--- config.mk ---
export PLATFORM = sky130hd
export DESIGN_NAME = undirected_eulerian_path_finder_core
export DESIGN_NICKNAME = d
export VERILOG_FILES = /design/src/sv/uepf_pkg.sv /design/src/sv/undirected_eulerian_path_finder_core.sv /design/src/sv/uepf_ctrl.sv /design/src/sv/uepf_dp.sv
export SDC_FILE = /design/constraint.sdc
export NUM_CORES = 2
export LEC_CHECK = 0
export ABC_AREA = 1
export BUFFER_PORTS_ARGS = -buffer_cell sky130_fd_sc_hd__buf_2
export CAP_MARGIN = 0
export CORE_MARGIN = 1
export CORE_UTILIZATION = 40
export DETAILED_ROUTE_END_ITERATION = 6
export MAX_ROUTING_LAYER = met4
export SLEW_MARGIN = 15
export SYNTH_ARGS = -nofsm -noshare
export SYNTH_HDL_FRONTEND = slang
export SYNTH_SLANG_ARGS = --single-unit
--- constraint.sdc ---
create_clock -name clk -period 16.5 [get_ports clk]
set_clock_uncertainty 0.2 [all_clocks]
set_input_delay 1.65 -clock clk [delete_from_list [all_inputs] [get_ports clk]]
set_output_delay 1.65 -clock clk [all_outputs]
set_load 0.005 [all_outputs]
--- src/sv/uepf_pkg.sv ---
// shared types and constants for the eulerian path finder
package uepf_pkg;

  // graph size, fixed by the 4-bit vertex ports
  localparam int MAX_VERTICES = 16;

  // result status codes
  localparam logic [1:0] ST_PATH   = 2'd0;
  localparam logic [1:0] ST_NOPATH = 2'd1;
  localparam logic [1:0] ST_ERROR  = 2'd2;

  // opcodes
  localparam logic OP_ADD  = 1'b0;
  localparam logic OP_FIND = 1'b1;

  // controller states
  typedef enum logic [3:0] {
    S_CLEAR,
    S_IDLE,
    S_ADD_RD,
    S_ADD_WR,
    S_ADD_MIRROR,
    S_SCAN,
    S_CHECK,
    S_WALK_RD,
    S_WALK_WAIT,
    S_WALK_SEARCH,
    S_WALK_UPD,
    S_WALK_MIRROR,
    S_VERIFY,
    S_EMIT,
    S_FAIL,
    S_GCLEAR
  } state_t;

  // commands from controller to datapath
  typedef struct packed {
    logic clr_init;
    logic clr_step;
    logic add_latch;
    logic add_rd;
    logic add_wr;
    logic add_mirror;
    logic scan_init;
    logic scan_step;
    logic walk_init;
    logic top_rd;
    logic row_rd;
    logic search_step;
    logic walk_upd;
    logic walk_mirror;
    logic emit_init;
    logic emit_step;
    logic fail_emit;
  } cmd_t;

  // status from datapath to controller
  typedef struct packed {
    logic clr_done;
    logic add_bad;
    logic error_flag;
    logic scan_done;
    logic odd_ok;
    logic search_done;
    logic edge_found;
    logic stack_empty;
    logic path_ok;
    logic emit_done;
  } stat_t;

endpackage

--- src/sv/undirected_eulerian_path_finder_core.sv ---
// Eulerian path finder for small undirected multigraphs of up to 16 vertices. After
// reset a clearing pass sweeps the multiplicity memory before start is taken; each
// find also ends with that sweep. An add reads the entry, writes it and writes its
// mirror before busy falls; a dropped edge returns to idle after the read. A find
// runs a degree scan, then per walk step a stack read, a row read, a neighbour
// search through the memory port, an update and, when an edge is taken, a mirror
// write, for up to 2*MAX_EDGES+1 steps; then one path word per cycle is emitted
// (a single status word on a failure) and the clearing sweep runs. Results appear
// for one cycle with result_valid; the receiver cannot stall them.
module undirected_eulerian_path_finder_core #(
  parameter int MAX_EDGES = 63
) (
  input  logic       clk,
  input  logic       rst,
  input  logic       cfg_valid,
  output logic       cfg_ready,
  input  logic [4:0] cfg_data,
  input  logic       start,
  output logic       busy,
  input  logic       opcode,
  input  logic [3:0] vertex_a,
  input  logic [3:0] vertex_b,
  output logic       result_valid,
  output logic [1:0] status,
  output logic [3:0] vertex,
  output logic       last
);

  logic [4:0] vertex_count;
  uepf_pkg::cmd_t cmd;
  uepf_pkg::stat_t stat;

  // configuration register
  assign cfg_ready = 1'b1;
  always_ff @(posedge clk) begin
    if (rst) vertex_count <= 5'd16;
    else if (cfg_valid) vertex_count <= cfg_data;
  end

  uepf_ctrl u_ctrl (
    .clk(clk), .rst(rst), .start(start), .opcode(opcode),
    .busy(busy), .cmd(cmd), .stat(stat)
  );

  uepf_dp #(.MAX_EDGES(MAX_EDGES)) u_dp (
    .clk(clk), .rst(rst), .vertex_count(vertex_count),
    .vertex_a(vertex_a), .vertex_b(vertex_b), .cmd(cmd), .stat(stat),
    .result_valid(result_valid), .status(status), .vertex(vertex), .last(last)
  );

endmodule

--- src/sv/uepf_ctrl.sv ---
// controller state machine for the eulerian path finder
module uepf_ctrl (
  input  logic             clk,
  input  logic             rst,
  input  logic             start,
  input  logic             opcode,
  output logic             busy,
  output uepf_pkg::cmd_t   cmd,
  input  uepf_pkg::stat_t  stat
);

  uepf_pkg::state_t state, state_next;

  // state register
  always_ff @(posedge clk) begin
    if (rst) state <= uepf_pkg::S_CLEAR;
    else state <= state_next;
  end

  // next state
  always_comb begin
    state_next = state;
    case (state)
      uepf_pkg::S_CLEAR, uepf_pkg::S_GCLEAR: begin
        if (stat.clr_done) state_next = uepf_pkg::S_IDLE;
      end
      uepf_pkg::S_IDLE: begin
        if (start) begin
          if (opcode == uepf_pkg::OP_ADD) state_next = uepf_pkg::S_ADD_RD;
          else state_next = uepf_pkg::S_SCAN;
        end
      end
      uepf_pkg::S_ADD_RD: begin
        if (stat.add_bad) state_next = uepf_pkg::S_IDLE;
        else state_next = uepf_pkg::S_ADD_WR;
      end
      uepf_pkg::S_ADD_WR: state_next = uepf_pkg::S_ADD_MIRROR;
      uepf_pkg::S_ADD_MIRROR: state_next = uepf_pkg::S_IDLE;
      uepf_pkg::S_SCAN: begin
        if (stat.error_flag) state_next = uepf_pkg::S_FAIL;
        else if (stat.scan_done) state_next = uepf_pkg::S_CHECK;
      end
      uepf_pkg::S_CHECK: begin
        if (stat.odd_ok) state_next = uepf_pkg::S_WALK_RD;
        else state_next = uepf_pkg::S_FAIL;
      end
      uepf_pkg::S_WALK_RD: begin
        if (stat.stack_empty) state_next = uepf_pkg::S_VERIFY;
        else state_next = uepf_pkg::S_WALK_WAIT;
      end
      uepf_pkg::S_WALK_WAIT: state_next = uepf_pkg::S_WALK_SEARCH;
      uepf_pkg::S_WALK_SEARCH: begin
        if (stat.search_done) state_next = uepf_pkg::S_WALK_UPD;
      end
      uepf_pkg::S_WALK_UPD: begin
        if (stat.edge_found) state_next = uepf_pkg::S_WALK_MIRROR;
        else state_next = uepf_pkg::S_WALK_RD;
      end
      uepf_pkg::S_WALK_MIRROR: state_next = uepf_pkg::S_WALK_RD;
      uepf_pkg::S_VERIFY: begin
        if (stat.path_ok) state_next = uepf_pkg::S_EMIT;
        else state_next = uepf_pkg::S_FAIL;
      end
      uepf_pkg::S_EMIT: begin
        if (stat.emit_done) state_next = uepf_pkg::S_GCLEAR;
      end
      uepf_pkg::S_FAIL: state_next = uepf_pkg::S_GCLEAR;
      default: state_next = uepf_pkg::S_CLEAR;
    endcase
  end

  // command outputs
  always_comb begin
    cmd = '0;
    busy = (state != uepf_pkg::S_IDLE);
    case (state)
      uepf_pkg::S_CLEAR, uepf_pkg::S_GCLEAR: cmd.clr_step = 1'b1;
      uepf_pkg::S_IDLE: begin
        if (start) begin
          cmd.add_latch = 1'b1;
          cmd.scan_init = 1'b1;
        end
      end
      uepf_pkg::S_ADD_RD: cmd.add_rd = 1'b1;
      uepf_pkg::S_ADD_WR: cmd.add_wr = 1'b1;
      uepf_pkg::S_ADD_MIRROR: cmd.add_mirror = 1'b1;
      uepf_pkg::S_SCAN: cmd.scan_step = 1'b1;
      uepf_pkg::S_CHECK: cmd.walk_init = 1'b1;
      uepf_pkg::S_WALK_RD: cmd.top_rd = 1'b1;
      uepf_pkg::S_WALK_WAIT: cmd.row_rd = 1'b1;
      uepf_pkg::S_WALK_SEARCH: cmd.search_step = 1'b1;
      uepf_pkg::S_WALK_UPD: cmd.walk_upd = 1'b1;
      uepf_pkg::S_WALK_MIRROR: cmd.walk_mirror = 1'b1;
      uepf_pkg::S_VERIFY: cmd.emit_init = 1'b1;
      uepf_pkg::S_EMIT: begin
        cmd.emit_step = 1'b1;
        if (stat.emit_done) cmd.clr_init = 1'b1;
      end
      uepf_pkg::S_FAIL: begin
        cmd.fail_emit = 1'b1;
        cmd.clr_init = 1'b1;
      end
      default: cmd = '0;
    endcase
  end

endmodule

--- src/sv/uepf_dp.sv ---
// datapath: multiplicity memory, degrees, walk stack, path store and result register
module uepf_dp #(
  parameter int MAX_EDGES = 63
) (
  input  logic             clk,
  input  logic             rst,
  input  logic [4:0]       vertex_count,
  input  logic [3:0]       vertex_a,
  input  logic [3:0]       vertex_b,
  input  uepf_pkg::cmd_t   cmd,
  output uepf_pkg::stat_t  stat,
  output logic             result_valid,
  output logic [1:0]       status,
  output logic [3:0]       vertex,
  output logic             last
);

  localparam int NV = uepf_pkg::MAX_VERTICES;
  localparam int VW = 4;
  localparam int VCW = $clog2(NV + 1);
  localparam int AW = 2 * VW;
  localparam int DEPTH = NV * NV;
  localparam int SD = 64;

  // multiplicity memory, one read and one write port
  logic [6:0] mult_mem [DEPTH];
  logic [6:0] mult_rd;
  logic [AW-1:0] rd_addr;
  logic [AW-1:0] wr_addr;
  logic [6:0] wr_data;
  logic wr_en;

  always_ff @(posedge clk) begin
    if (wr_en) mult_mem[wr_addr] <= wr_data;
    mult_rd <= mult_mem[rd_addr];
  end

  // walk stack and path store
  logic [VW-1:0] stack_mem [SD];
  logic [VW-1:0] path_mem [SD];
  logic [6:0] sp;
  logic [6:0] plen;
  logic [VW-1:0] top_v;

  logic [6:0] degree [NV];
  logic [5:0] edge_total;
  logic error_flag;

  // effective vertex count
  logic [VCW-1:0] n_eff;
  always_comb begin
    if (vertex_count == 5'd0) n_eff = VCW'(1);
    else if ({27'd0, vertex_count} > 32'(NV)) n_eff = VCW'(NV);
    else n_eff = VCW'(vertex_count);
  end

  // latched operands, counters
  logic [VW-1:0] va, vb;
  logic [AW:0] clr_cnt;
  logic [VCW-1:0] idx;
  logic [1:0] odd_cnt;
  logic odd_many;
  logic [VW-1:0] start_v;
  logic [VW-1:0] nb;
  logic found;
  logic [6:0] emit_idx;
  logic add_bad;
  logic [6:0] add_inc;
  logic [6:0] upd_val;

  assign add_bad = ({1'b0, va} >= n_eff) || ({1'b0, vb} >= n_eff)
                   || ({26'd0, edge_total} >= 32'(MAX_EDGES));

  // a self-loop puts both edge ends on the diagonal
  assign add_inc = (va == vb) ? 7'd2 : 7'd1;
  assign upd_val = mult_rd - ((top_v == nb) ? 7'd2 : 7'd1);

  // memory address selection; the table is symmetric, so the mirror entry
  // takes the same value that is written to the entry read
  always_comb begin
    rd_addr = {va, vb};
    wr_addr = {va, vb};
    wr_data = mult_rd + add_inc;
    wr_en = 1'b0;
    if (cmd.clr_step) begin
      wr_addr = clr_cnt[AW-1:0];
      wr_data = '0;
      wr_en = 1'b1;
    end else if (cmd.add_wr) begin
      wr_en = 1'b1;
    end else if (cmd.add_mirror) begin
      wr_en = 1'b1;
      wr_addr = {vb, va};
    end else if (cmd.row_rd) begin
      rd_addr = {top_v, idx[VW-1:0]};
    end else if (cmd.search_step) begin
      if (found) rd_addr = {top_v, nb};
      else rd_addr = {top_v, idx[VW-1:0] + VW'(1)};
    end else if (cmd.walk_upd) begin
      rd_addr = {top_v, nb};
      wr_addr = {top_v, nb};
      wr_data = upd_val;
      wr_en = found;
    end else if (cmd.walk_mirror) begin
      wr_addr = {nb, top_v};
      wr_data = upd_val;
      wr_en = 1'b1;
    end
  end

  // control and datapath registers
  always_ff @(posedge clk) begin
    if (rst) begin
      clr_cnt <= '0;
      edge_total <= '0;
      error_flag <= 1'b0;
      result_valid <= 1'b0;
      sp <= '0;
      plen <= '0;
      for (int i = 0; i < NV; i++) degree[i] <= '0;
    end else begin
      result_valid <= cmd.emit_step | cmd.fail_emit;
      if (cmd.clr_init) clr_cnt <= '0;
      if (cmd.clr_step) clr_cnt <= clr_cnt + 1'b1;
      if (cmd.add_latch) begin
        va <= vertex_a;
        vb <= vertex_b;
      end
      // add edge: degrees and count
      if (cmd.add_rd) begin
        if (add_bad) error_flag <= 1'b1;
        else begin
          if (va == vb) degree[va] <= degree[va] + 7'd2;
          else begin
            degree[va] <= degree[va] + 7'd1;
            degree[vb] <= degree[vb] + 7'd1;
          end
          edge_total <= edge_total + 6'd1;
        end
      end
      // degree scan
      if (cmd.scan_init) begin
        idx <= '0;
        odd_cnt <= '0;
        odd_many <= 1'b0;
        start_v <= '0;
      end
      if (cmd.scan_step && idx < n_eff) begin
        if (degree[idx[VW-1:0]][0]) begin
          if (odd_cnt == 2'd2) odd_many <= 1'b1;
          else odd_cnt <= odd_cnt + 2'd1;
          start_v <= idx[VW-1:0];
        end
        idx <= idx + 1'b1;
      end
      // walk start
      if (cmd.walk_init) begin
        stack_mem[0] <= start_v;
        sp <= 7'd1;
        plen <= '0;
      end
      // read stack top
      if (cmd.top_rd) begin
        top_v <= stack_mem[sp[5:0] - 6'd1];
        idx <= '0;
        found <= 1'b0;
      end
      // smallest neighbour search, one entry per cycle
      if (cmd.search_step) begin
        if (!found && idx < n_eff) begin
          if (mult_rd != '0) begin
            found <= 1'b1;
            nb <= idx[VW-1:0];
          end else idx <= idx + 1'b1;
        end
      end
      if (cmd.walk_upd) begin
        if (found) begin
          if (sp < 7'(SD)) begin
            stack_mem[sp[5:0]] <= nb;
            sp <= sp + 7'd1;
          end
        end else begin
          sp <= sp - 7'd1;
          if (plen < 7'(SD)) path_mem[plen[5:0]] <= top_v;
          plen <= plen + 7'd1;
        end
      end
      // result output
      if (cmd.emit_init) emit_idx <= '0;
      if (cmd.emit_step) begin
        status <= uepf_pkg::ST_PATH;
        vertex <= 4'(path_mem[emit_idx[5:0]]);
        last <= (emit_idx + 7'd1 == plen);
        emit_idx <= emit_idx + 7'd1;
      end
      if (cmd.fail_emit) begin
        status <= error_flag ? uepf_pkg::ST_ERROR : uepf_pkg::ST_NOPATH;
        vertex <= '0;
        last <= 1'b1;
      end
      if (cmd.clr_init) begin
        edge_total <= '0;
        error_flag <= 1'b0;
        for (int i = 0; i < NV; i++) degree[i] <= '0;
      end
    end
  end

  // status back to controller
  always_comb begin
    stat.clr_done = (clr_cnt == (AW+1)'(DEPTH - 1));
    stat.add_bad = add_bad;
    stat.error_flag = error_flag;
    stat.scan_done = (idx >= n_eff);
    stat.odd_ok = !odd_many && (odd_cnt != 2'd1);
    stat.search_done = found || (idx >= n_eff);
    stat.edge_found = found;
    stat.stack_empty = (sp == 7'd0);
    stat.path_ok = (plen == {1'b0, edge_total} + 7'd1);
    stat.emit_done = (emit_idx + 7'd1 == plen);
  end

endmodule

==> reports/summary.log <==
qor: clocking.clk_pin_slew_worst_paths 60 ps
qor: power.internal_power 9.95 mW
qor: final_layout.post-route-cell-area 0.117 sq mm
qor: clocking.ctsLongestPathBuffers 3
qor: global_route.global_route_wire_length_before_repair 449,000 microns
qor: min_path.hold_path_startpoint u_dp.edge_total[1]$_SDFFE_PP0P_
qor: route.viasPerCell 5.58
qor: yosys.yosys.area_share.xor_xnor 0.249%
qor: route.drt-wirelength-per-cell 22.9 microns
qor: timing.timing.setup.tns 0 ps
qor: yosys.yosys.cell_types.count 57
qor: power.pwr-share-comb 0.7%
qor: timing.tightestPinTransition 1250 ps
qor: die.floorplan.core_area 0.263 sq mm
qor: timing.report.final.hold_viol_count 0
qor: yosys.postSynthCellCount 9,605
qor: clocking.cts_repair_resize_count 0
qor: setup_path.regToRegSetupSlack 8870 ps
qor: timing.number_of_pins_exceeding_their_max_slew_limit_in_the_final_report 0
qor: placed_design.dp_hpwl 166,000 microns
qor: die.die_x 516 microns
qor: yosys.synth_enable_flop_cells 2,363
qor: timing.final.period_utilization 46.2%
qor: yosys.mappedNetlistArea 0.106 sq mm
qor: die.design.die.area 0.266 sq mm
qor: clocking.post-cts-setup-buffers 0
qor: timing.final.hold.worst_slack 286 ps
qor: route.detail-route-antenna-nets 0
qor: clocking.clock_sinks 2,422
qor: clocking.insertion_delay 900 ps
qor: setup_path.cell_depth_of_the_worst_flop_to_flop_path 18
qor: yosys.synth_seq_cells 2,422
qor: route.route.final.wire_length 298,000 microns
qor: global_route.remaining_global_route_overflow 0
qor: timing.fin_crit 7630 ps
qor: die.ioPinCount 28
qor: power.totalPowerFinal 12.4 mW
qor: timing.clock.fmax 0.131 GHz
qor: power.worst_ir_drop_vdd 121 uV
qor: power.switchingPower 2.47 mW
qor: placed_design.post_dp_cell_area 0.109 sq mm
qor: route.drt_drc_violations_left 0
qor: global_route.grtUsageTotal 22.8%
qor: power.power.share.switching 19.9%
qor: route.dr.first_iter.drc_count 8,557
qor: power.power_density 106 mW/mm^2
qor: setup_path.r2r-start u_ctrl.state[3]$_SDFFE_PP0P_
qor: setup_path.rr_endpoint u_dp.mult_rd[1]$_DFF_P_
qor: global_route.first_global_vias 70,179
qor: setup_path.critPathMaxFanout 214
qor: power.leak_pwr 41.1 nW
qor: final_layout.layout_common_cells sky130_fd_sc_hd__edfxtp_1, sky130_fd_sc_hd__nand2_1, sky130_fd_sc_hd__nand3_1
qor: final_layout.num-nets-final 9,379
qor: route.drt_pre_antenna_iters 6
qor: min_path.hold_depth 2
qor: yosys.synth_nets 9,651
qor: setup_path.worst-endpoint-arrival 8280 ps
qor: die.start_util 40.3%
qor: final_layout.mostFrequentLayoutCell sky130_fd_sc_hd__edfxtp_1
qor: yosys.synthSimpleGateAreaFrac 21.2%
qor: setup_path.criticalPathCategory reg -> reg
qor: global_route.pin_count_of_the_biggest_net_entering_global_routing 215
qor: job.max-cap-violations 0
qor: clocking.ctsHtreeMaxLevel 4
qor: final_layout.area_delta_synth_final 10.6%
qor: power.clock_power_share 45.6%
qor: yosys.avg_inst_size_synth 11.0 sq um
qor: min_path.worstHoldEndpoint u_dp.edge_total[1]$_SDFFE_PP0P_
qor: route.num_vias 72,900
qor: yosys.yosysWarnings 0
qor: yosys.largest_family_of_logic_cells_by_synthesized_area simple AND/OR/NAND/NOR gates
qor: yosys.post_synth_fa_ha_maj_area_fraction 0.346%
qor: setup_path.end_kind flip-flop
qor: yosys.muxShareOfSynthArea 0.304%
qor: clocking.postCtsHoldBufs 0
qor: global_route.antenna_violations_before_repair 5
qor: placed_design.place.gp.congestion 0.895
qor: status.outcome completed
qor: timing.grt_setup_unrepaired false
qor: clocking.tritoncts built
qor: yosys.synth_compound_gate_area_share 4.55%
qor: min_path.tightest_hold_check_type reg -> reg
qor: yosys.yosysSeqAreaShare 68.3%
qor: power.part_of_the_power_in_registers 53.7%
qor: die.core.rowCount 188
qor: final_layout.layout-drive-gt1-share 5.85%
qor: die.floorplan.die.height 516 microns
qor: clocking.cts-buffers-inserted 241
qor: clocking.cts_root_buf sky130_fd_sc_hd__clkbuf_16
qor: setup_path.start_kind flip-flop
qor: yosys.synthArstFlopShare 0%
qor: timing.endpoints_failing_setup 0
qor: placed_design.io_buffers 26
qor: yosys.synth_top_flop_cell sky130_fd_sc_hd__edfxtp_1
qor: timing.slew-limit-headroom 16.2%
qor: setup_path.cp.required 17,150 ps
how the worst max path moves through the flow:
stage                                 start                       endpoint  cells after the start
3_5_place_dp   u_ctrl.state[3]$_SDFFE_PP0P_        u_dp.mult_rd[5]$_DFF_P_                     17
3_3_place_gp   u_ctrl.state[3]$_SDFFE_PP0P_        u_dp.mult_rd[4]$_DFF_P_                     18
2_1_floorplan       u_dp.top_v[1]$_DFFE_PP_  u_dp.mult_mem[0][6]$_DFFE_PP_                      9
6_report       u_ctrl.state[3]$_SDFFE_PP0P_        u_dp.mult_rd[1]$_DFF_P_                     18
5_1_grt        u_ctrl.state[3]$_SDFFE_PP0P_        u_dp.mult_rd[4]$_DFF_P_                     18
4_1_cts        u_ctrl.state[3]$_SDFFE_PP0P_        u_dp.mult_rd[4]$_DFF_P_                     18
cell usage after synthesis (all sizes together) (12+ instances only):
master | count | area share [%]
a21oi | 132 | 0.63
a31oi | 14 | 0.083
buf | 314 | 1.5
clkbuf | 332 | 1.2
dfxtp | 59 | 1.1
edfxtp | 2363 | 67
ha | 26 | 0.31
inv | 684 | 2.4
mux2i | 31 | 0.29
nand2 | 1927 | 6.9
nand3 | 1854 | 8.8
nand3b | 325 | 2.3
nand4 | 16 | 0.095
nor2 | 788 | 2.8
nor3 | 52 | 0.25
o211ai | 92 | 0.65
o21ai | 355 | 1.7
o221ai | 90 | 0.75
o22ai | 24 | 0.14
o32ai | 34 | 0.28
xnor2 | 12 | 0.099
xor2 | 18 | 0.15
worst max-delay path, stage by stage (launching register included):
cell,delay [ps]
sky130_fd_sc_hd__dfxtp_1,470
sky130_fd_sc_hd__nand2_2,200
sky130_fd_sc_hd__nor2_2,420
sky130_fd_sc_hd__nand2_8,600
sky130_fd_sc_hd__nand2_8,760
sky130_fd_sc_hd__buf_12,610
sky130_fd_sc_hd__buf_4,840
sky130_fd_sc_hd__buf_4,910
sky130_fd_sc_hd__buf_4,930
sky130_fd_sc_hd__nand2_1,130
sky130_fd_sc_hd__nand2_1,110
sky130_fd_sc_hd__nand2_1,50
sky130_fd_sc_hd__nand3_1,110
sky130_fd_sc_hd__nand3_1,130
sky130_fd_sc_hd__nand3_1,200
sky130_fd_sc_hd__nand3_1,140
sky130_fd_sc_hd__nand3_1,180
sky130_fd_sc_hd__nand3_1,90
sky130_fd_sc_hd__nand2_1,70
sequential cells by signal, indices dropped and copies added (netlist names), 4 cells and up, named ones only:
name / cells
u_dp.top_v: 4
u_dp.path_mem: 256
u_dp.idx: 5
u_dp.vertex: 4
u_dp.emit_idx: 7
u_ctrl.state: 4
u_dp.sp: 7
u_dp.mult_rd: 7
u_dp.stack_mem: 256
u_dp.plen: 7
u_dp.nb: 4
u_dp.degree: 16
u_dp.mult_mem: 1792
u_dp.edge_total: 6
vertex_count: 5
u_dp.start_v: 4
u_dp.va: 4
u_dp.vb: 4
u_dp.clr_cnt: 9
through the flow:
| step | worst slack (ps) | instances | utilization (%) |
|---|---|---|---|
| after floorplan | 1130 | 9605 | - |
| after global placement | 9120 | 12604 | 41.4 |
| after detailed placement | 9040 | 12604 | 41.4 |
| after CTS | 9050 | 13056 | 44.5 |
| after global routing | 8290 | 13059 | 44.5 |
| final | 8870 | 13059 | 44.5 |
cell families (layout without fill, tap and decap cells):
logic type / count (synthesis) / count (layout)
AND/OR/NAND/NOR: 4974 / 4974
flip-flops: 2422 / 2422
buffers and inverters: 1336 / 1273
AO/OA/AOI/OAI: 782 / 782
multiplexers: 32 / 32
XOR/XNOR: 30 / 30
adder cells (fa/ha/maj): 28 / 28
other: 1 / 3
per-layer routing:
| layer | routed length (microns) | GRT usage, % | part of all wire, % | vias to the layer above |
|---|---|---|---|---|
| met5 | 0 | - | 0 | - |
| met4 | 7920 | 6.26 | 2.7 | 0 |
| met3 | 25000 | 3.83 | 8.4 | 469 |
| met2 | 137000 | 34.6 | 46 | 3187 |
| met1 | 128000 | 31.5 | 43 | 35949 |
| li1 | - | - | - | 33295 |
power by group through the flow:
stage | Clock, mW | Combinational (mW) | Sequential [mW]
after floorplan | 0 | 0.0395 | 6.80
after global placement | 0 | 0.0818 | 6.81
after detailed placement | 0 | 0.0831 | 6.81
after CTS | 5.73 | 0.0835 | 6.68
after global routing | 5.96 | 0.0903 | 6.67
final | 5.66 | 0.0851 | 6.68
layout make-up:
type                    count  area, sq um
inverters                 690         2590
fillers                 24094       146000
well taps                3515         4400
diodes                      2         5.00
multi-input cells        5847        28400
clock inverters           164         1850
flip-flops and latches   2422        72100
repair buffers            131         1100
clock buffers             288         6330
No activity file was read; power rests on OpenSTA's default activity.
